===== src/rtl/tzr_pkg.sv =====
// Shared types and constants for the triangle depth-buffer rasterizer.
`default_nettype none
package tzr_pkg;
  localparam logic [1:0] MODE_CLEAR = 2'd0;
  localparam logic [1:0] MODE_DRAW  = 2'd1;
  localparam logic [1:0] MODE_READ  = 2'd2;
  localparam logic [7:0] SPACE_CHAR = 8'd32;
  localparam logic signed [15:0] FAR_DEPTH = 16'sd32767;

  typedef struct packed {
    logic [1:0]         mode;
    logic signed [14:0] ax;
    logic signed [14:0] ay;
    logic signed [15:0] az;
    logic signed [14:0] bx;
    logic signed [14:0] by_coord;
    logic signed [15:0] bz;
    logic signed [14:0] cx;
    logic signed [14:0] cy;
    logic signed [15:0] cz;
    logic [7:0]         fill_char;
    logic [10:0]        cell_index;
  } cmd_t;

  typedef enum logic [3:0] {
    ST_IDLE, ST_CLR, ST_SETUP, ST_EDGE, ST_MUL, ST_SUM, ST_DIV, ST_RD,
    ST_CMP, ST_NEXT, ST_RDW, ST_RDO, ST_DONE
  } state_t;
endpackage
`default_nettype wire


===== src/rtl/tzr_front.sv =====
// Command front end: accepts commands into a two-entry queue.
`default_nettype none
module tzr_front (
  input  wire                 clk,
  input  wire                 rst_n,
  input  wire                 push,
  input  tzr_pkg::cmd_t       push_cmd,
  output logic                full,
  input  wire                 pop,
  output logic                avail,
  output tzr_pkg::cmd_t       head
);
  import tzr_pkg::*;
  cmd_t q_r [2];
  logic [1:0] cnt_r, cnt_nxt;
  logic       wp_r, rp_r;
  assign full  = (cnt_r == 2'd2);
  assign avail = (cnt_r != 2'd0);
  assign head  = q_r[rp_r];
  always_comb begin
    cnt_nxt = cnt_r + {1'b0, push} - {1'b0, pop};
  end
  always_ff @(posedge clk) begin
    if (!rst_n) begin
      cnt_r <= '0; wp_r <= 1'b0; rp_r <= 1'b0;
    end else begin
      cnt_r <= cnt_nxt;
      if (push) wp_r <= ~wp_r;
      if (pop)  rp_r <= ~rp_r;
    end
    if (push) q_r[wp_r] <= push_cmd;
  end
endmodule
`default_nettype wire


===== config.mk =====
export PLATFORM = sky130hd
export DESIGN_NAME = tzr_front
export DESIGN_NICKNAME = d
export VERILOG_FILES = /design/src/rtl/tzr_pkg.sv /design/src/rtl/tzr_front.sv
export SDC_FILE = /design/constraint.sdc
export NUM_CORES = 1
export LEC_CHECK = 0
export BUFFER_PORTS_ARGS = -buffer_cell sky130_fd_sc_hd__buf_2
export CORE_MARGIN = 5
export CORE_UTILIZATION = 25
export DETAILED_ROUTE_END_ITERATION = 16
export REMOVE_ABC_BUFFERS = 1
export SLEW_MARGIN = 30
export SYNTH_ARGS = -nofsm -noshare
export SYNTH_HDL_FRONTEND = slang
export SYNTH_SLANG_ARGS = --single-unit

===== constraint.sdc =====
create_clock -name clk -period 17.1 [get_ports clk]
set_input_delay 1.71 -clock clk [delete_from_list [all_inputs] [get_ports clk]]
set_output_delay 1.71 -clock clk [all_outputs]
set_load 0.05 [all_outputs]

==> results of run 1 <==
## where the power goes
| part | internal [mW] | total [mW] | switching [mW] | leakage, nW |
|---|---|---|---|---|
| combinational | 0.101 | 0.320 | 0.219 | 2.39 |
| sequential | 0.916 | 0.929 | 0.0128 | 3.03 |
| clock | 0.443 | 0.741 | 0.298 | 0.555 |
## sequential cells by signal (all words and copies together), names as in the netlist, named ones only
name,cells
q_r,318
cnt_r,2
rp_r,1
wp_r,1
## how the worst max path moves through the flow
stage,slack (ns),cells past startpoint,end,startpoint
after floorplan,7.79,1,q_r[0][0],push
after global placement,12.64,4,head[22],flop
after detailed placement,12.59,4,head[150],flop
after CTS,11.98,4,head[150],flop
after global routing,11.92,4,head[34],flop
final,12.10,4,head[24],flop
## cell type report
cell class                 count  area [um2]
fill                        4637       32200
sequential                   323        9650
multi-input combinational    173        2300
timing repair buffer         333        1750
clock buffer                  46        1000
tap                          615         769
clock inverter                18         134
inverter                       2        7.51
antenna                        3        7.51
## layer usage
layer  track usage [%]  vias up  wire, um
met5                 0        -        20
met4              3.92        2       800
met3              3.73       53      2230
met2              16.0      227     12800
met1              10.6     2941     10100
li1                  -     2770         -
## cells in the final DEF (no fill, tap or decap), drive strengths merged
cell      n
bufinv    2
xor2      1
clkinv   15
inv       3
mux2    159
ha        2
edfxtp  318
o21a      1
and2      4
buf     333
nor2b     4
dfxtp     5
xnor3     1
clkbuf   46
diode     3
or2       1
## through the flow
step,cell area [um2],instances,hold slack [ns]
finish,15600,1513,0.592
global route,15600,1510,0.638
CTS,15600,1508,0.593
detailed placement,14400,1444,0.581
global placement,14400,1443,0.570
floorplan,11900,498,0.555
## critical path, stage by stage (launching register included)
cell,delay (ns)
sky130_fd_sc_hd__dfxtp_4,0.65
sky130_fd_sc_hd__buf_4,0.65
sky130_fd_sc_hd__buf_4,0.72
sky130_fd_sc_hd__mux2_2,0.42
sky130_fd_sc_hd__buf_2,0.21
## kinds of logic after synthesis
logic type | count (synthesis) | share of synthesized area (%)
and+or+nand+nor | 9 | 0.464
muxes | 159 | 17.9
DFF | 323 | 79.6
AOI/OAI and AO/OA | 1 | 0.0619
xor gates and xnor gates | 2 | 0.258
buffers and inverters | 20 | 1.53
adders and majority gates | 2 | 0.206
==> out/summary.log, run 1 <==
INFO  final_layout   drive_gt1_share=60.6%
INFO  worst_setup_path worst-endpoint-arrival=3.29ns
INFO  worst_hold_path hold_depth=2
INFO  route          drt-pass1-iter-count=4
INFO  synth          synthesis.area=12100um2
INFO  route          detailroute.via_count=5993
INFO  cts            cts-root-buf=sky130_fd_sc_hd__clkbuf_16
INFO  die            dieArea=53000um2
INFO  synth          synth.ff_latch_count=323
INFO  timing         maxSlewHeadroom=41.7%
INFO  die            initial_utilization=25.3%
INFO  timing         drv_slew=0
INFO  route          route.detailed.wl_per_inst=17.1um
INFO  worst_setup_path crit_path_required_time=15.39ns
INFO  global_routing grt_max_degree=68
INFO  die            floorplan.io_pins=324
INFO  synth          synth.distinct_cells=14
INFO  timing         fmax=0.200GHz
INFO  synth          sequential_share_of_the_synthesized_area=79.6%
INFO  cts            cts_tree=built
INFO  worst_setup_path kind_of_end_point_of_the_critical_path=output pin
INFO  route          drt_drc_violations_left=0
INFO  timing         rsz0062_at_grt=false
INFO  synth          number_of_enable_type_register_cells_in_the_synthesized_netlist=318
INFO  final_layout   syn2layout_area_growth=28.9%
INFO  run_status     status=completed
INFO  worst_setup_path setup.worst_path.class=reg -> out
INFO  place          io_buffer_count=323
INFO  place          detailedPlace.worstSlack=12.59ns
INFO  cts            post_cts_hold_buffer_count=0
INFO  place          detailed_place_hpwl=17500um
INFO  synth          netlist_top_cells_count=sky130_fd_sc_hd__edfxtp_1, sky130_fd_sc_hd__mux2_4, sky130_fd_sc_hd__mux2_2, sky130_fd_sc_hd__buf_6, sky130_fd_sc_hd__dfxtp_1
INFO  global_routing grt_antenna_before_repair=3
INFO  route          route.detailed.vias_per_inst=3.96
INFO  global_routing global_route.usage.total=9.42%
INFO  timing         min_period=5.00ns
INFO  timing         final_min_period_over_clock_period=29.2%
INFO  timing         clock_skew=0.0244ns
INFO  synth          postSynthCellCount=516
INFO  synth          yosysTopAreaCell=sky130_fd_sc_hd__edfxtp_1
INFO  synth          ys_top_cells_by_area=sky130_fd_sc_hd__edfxtp_1, sky130_fd_sc_hd__mux2_4, sky130_fd_sc_hd__mux2_2
INFO  worst_setup_path rr_worst_depth=2
INFO  cts            post_cts_buffers=0
INFO  route          drt.antenna.violating_nets=0
INFO  timing         final-setup-viol-count=0
INFO  final_layout   nets=1035
INFO  worst_setup_path reg2reg_to=q_r[1][131]
INFO  place          gp_routability_congestion=0.703
INFO  cts            clock_insertion_delay_worst_skew=0.53ns
INFO  worst_setup_path regToRegSetupSlack=14.94ns
INFO  synth          synth.top_cell.area_share=78.8%
INFO  worst_setup_path worstSetupStartpointType=flop
INFO  worst_setup_path worst_r2r_startpoint=wp_r
INFO  global_routing first_pass_grt_wire_length=38700um
INFO  global_routing grt_overflow_total=0
INFO  synth          syn_avg_cell_area=23.5um2
INFO  die            number_of_rows_in_the_core_area=80
INFO  worst_setup_path worst-path-max-fanout=49
INFO  power          pwr_density_cell=127nW/um2
INFO  worst_hold_path hp-start=rp_r
INFO  worst_hold_path end_of_the_worst_hold_path=rp_r
INFO  cts            cts.sinks=323
INFO  power          max-vdd-ir-drop=0.0824mV
INFO  flow_run       drv_cap=0
INFO  route          detail_route.iter0.violations=341
INFO  die            die_w=230um
INFO  cts            clk_transition_reported_paths=0.06ns
INFO  power          power.leakage=5.97nW
INFO  worst_hold_path min_path_type=reg -> reg
INFO  synth          cell_with_the_most_instances_after_synthesis=sky130_fd_sc_hd__edfxtp_1
INFO  timing         final_hold_viol_count=0
INFO  timing         pin_slew_with_the_least_headroom_to_its_limit=0.874ns
INFO  die            core_area=47800um2
INFO  power          total_chip_power=1.99mW
INFO  global_routing number_of_global_route_vias_before_repair=6602
INFO  cts            cts_max_level=2
INFO  cts            cts_buffer_depth=3
INFO  cts            cts_buffers=37
INFO  timing         fin_setup_tns=0ns
INFO  timing         final.setup.worst_slack=12.10ns
INFO  synth          yosys_warnings=0
INFO  synth          synth_async_sr_flop_share=0%
INFO  route          detail_route.wirelength=25900um
INFO  synth          ys.flop_type=sky130_fd_sc_hd__edfxtp_1
INFO  die            chipHeight=230um
INFO  cts            cts_resized=0
INFO  final_layout   postLayoutCoreUtil=32.7%
Power figures use the tool's default switching activity.
==> run 2: changes to the inputs <==
==> constraint.sdc (replaced) <==
create_clock -name clk -period 4.4 [get_ports clk]
set_input_delay 0.44 -clock clk [delete_from_list [all_inputs] [get_ports clk]]
set_output_delay 0.44 -clock clk [all_outputs]
set_load 0.05 [all_outputs]
==> run 2 against run 1 <==
Sequential cell count unchanged. Via count rose by 0.75%. Combinational power grew to 3.9 times the previous value. Clock-buffer cell count fell by 2. Wire length grew 2.1%. Hold slack worse by 0.49 ns. Clock power rose to 3.8 times the previous value. Utilization barely moved. Global-route usage up 0.12 points.
==> out/summary.log, run 2 (same netlist as run 1, synthesis figures left out) <==
INFO  timing         min_period=2.90ns
INFO  run_status     status=completed
INFO  cts            cts_buffers=35 [-5.4%]
INFO  worst_setup_path path_buf_inv=2 [-1]
INFO  timing         final_hold_viol_count=0 [unchanged]
INFO  place          gp_routability_congestion=0.709 [+0.82%]
INFO  cts            clk_transition_reported_paths=0.06ns [about the same]
INFO  power          max-vdd-ir-drop=0.361mV [+340%]
INFO  global_routing grt_overflow_total=0 [unchanged]
INFO  worst_setup_path worst-endpoint-arrival=2.46ns [-0.83 ns]
INFO  cts            post_cts_hold_buffer_count=0 [unchanged]
INFO  global_routing grt_antenna_before_repair=3 [unchanged]
INFO  die            initial_utilization=25.3% [unchanged]
INFO  worst_hold_path hold_depth=1 [-1]
INFO  timing         maxSlewHeadroom=40.2% [-1.5 points]
INFO  worst_setup_path worstSetupStartpointType=flop
INFO  power          total_chip_power=7.71mW [+290%]
INFO  global_routing grt_util_met2=16.0% [about the same]
INFO  power          pwr_density_cell=494nW/um2 [+290%]
INFO  final_layout   antenna_cells=0 [-3]
INFO  final_layout   layout_top_registers=q_r (318), cnt_r (2)
INFO  cts            cts_tree=built
INFO  timing         drv_slew=0 [unchanged]
INFO  power          power.leakage=5.96nW [-0.17%]
INFO  cts            clock_insertion_delay_worst_skew=0.52ns [about the same]
INFO  worst_setup_path worst-path-max-fanout=44 [-10%]
INFO  final_layout   drive_gt1_share=60.8% [+0.22 points]
INFO  worst_setup_path cpMaxStageDelayCell=sky130_fd_sc_hd__dfxtp_4
INFO  die            number_of_rows_in_the_core_area=80 [unchanged]
INFO  place          io_buffer_count=323 [unchanged]
INFO  final_layout   post-route-cell-area=15600um2 [about the same]
INFO  cts            cts.sinks=323 [unchanged]
INFO  worst_setup_path setup.worst_path.class=reg -> out
INFO  final_layout   syn2layout_area_growth=28.8% [about the same]
INFO  timing         final_min_period_over_clock_period=66.0%
INFO  timing         clock_skew=0.00859ns [-0.0159 ns]
INFO  route          route.detailed.wl_per_inst=17.5um [+2.3%]
INFO  final_layout   nets=1035 [unchanged]
INFO  route          detail_route.iter0.violations=205 [-40%]
INFO  timing         rsz0062_at_grt=false
INFO  global_routing grtUsageMet3=3.63% [-0.099 points]
INFO  global_routing first_pass_grt_wire_length=39200um [+1.4%]
INFO  global_routing grt_max_degree=74 [+8.8%]
INFO  die            die_w=230um [unchanged]
INFO  worst_setup_path crit_family=flip-flops
INFO  final_layout   most_common_library_cell_in_the_layout_ignoring_fill_and_taps=sky130_fd_sc_hd__buf_2
INFO  route          drt-pass1-iter-count=6 [+2]
INFO  global_routing grtUsageMet1=11.3% [+0.65 points]
INFO  place          placed_standard_cell_area=14500um2 [+0.50%]
INFO  cts            post_cts_buffers=0 [unchanged]
INFO  final_layout   postLayoutCoreUtil=32.6% [about the same]
INFO  die            dieArea=53000um2 [unchanged]
INFO  global_routing grt_busiest_layer=met2
INFO  die            floorplan.io_pins=324 [unchanged]
INFO  final_layout   most-common-layout-cells=sky130_fd_sc_hd__buf_2, sky130_fd_sc_hd__edfxtp_1, sky130_fd_sc_hd__mux2_4
INFO  flow_run       drv_cap=0 [unchanged]
INFO  final_layout   largest_register_by_flop_count=q_r
INFO  worst_setup_path kind_of_end_point_of_the_critical_path=output pin
INFO  global_routing number_of_global_route_vias_before_repair=6611 [+0.14%]
INFO  final_layout   largest_register_ff_count=318 [unchanged]
INFO  place          detailed_place_hpwl=17600um [+0.60%]
INFO  cts            cts_resized=0 [unchanged]
INFO  worst_setup_path rr_worst_depth=2 [unchanged]
INFO  route          detail_route.wirelength=26400um [+2.1%]
INFO  worst_setup_path critical_path.cell_chain=buf_4 -> mux2_4 -> buf_2
INFO  worst_setup_path max_stage_delay=0.93ns [+0.21 ns]
INFO  route          drt_drc_violations_left=0 [unchanged]
INFO  route          detailroute.via_count=6038 [+0.75%]
INFO  die            core_area=47800um2 [unchanged]
INFO  worst_hold_path min_path_type=in -> reg
INFO  cts            cts_buffer_depth=3 [unchanged]
INFO  timing         pin_slew_with_the_least_headroom_to_its_limit=0.894ns [+0.0206 ns]
INFO  timing         fmax=0.344GHz
INFO  worst_setup_path path_depth=3 [-1]
INFO  global_routing global_route.usage.total=9.54% [+0.12 points]
INFO  timing         final-setup-viol-count=0 [unchanged]
INFO  route          drt.antenna.violating_nets=0 [unchanged]
INFO  cts            cts-root-buf=sky130_fd_sc_hd__clkbuf_16
INFO  cts            cts_max_level=2 [unchanged]
INFO  route          route.detailed.vias_per_inst=4.00 [+0.95%]
INFO  worst_setup_path crit_path_required_time=3.96ns [-11.43 ns]
INFO  die            chipHeight=230um [unchanged]
## run 2: cell type report
cell class,instances,area [um2]
inverter,2,7.51
clock buffer,44,952
fill,4650,32200
timing repair buffer,335,1770
sequential,323,9650
multi-input combinational,173,2300
clock inverter,18,159
tap,615,769
## run 2: per-layer routing
| metal | wire length, um | vias to the layer above | share of wire, % |
|---|---|---|---|
| met5 | 20 | - | 0.076 |
| met4 | 598 | 2 | 2.3 |
| met3 | 2110 | 39 | 8.0 |
| met2 | 12900 | 202 | 49 |
| met1 | 10800 | 3029 | 41 |
| li1 | - | 2766 | - |
## run 2: power breakdown
part	internal, mW	switching [mW]
clock	1.70	1.14
sequential	3.56	0.0606
combinational	0.398	0.846
## run 2: per-stage QoR
step	hold slack [ns]	setup WS (ns)	setup TNS, ns	std cells
after floorplan	0.539	-3.64	-934.29	498
after global placement	0.567	1.96	0	1448
after detailed placement	0.576	1.96	0	1448
after CTS	0.0514	1.38	0	1510
after global routing	0.0655	1.35	0	1510
final	0.105	1.50	0	1510
## run 2: final timing paths
check / startpoint / to / slack [ns]
worst min-delay path: push_cmd[61] / q_r[1][61] / 0.11
worst min register to register: rp_r / rp_r / 0.59
worst max register to register: wp_r / q_r[1][137] / 2.45
worst max-delay path: flop / head[129] / 1.50
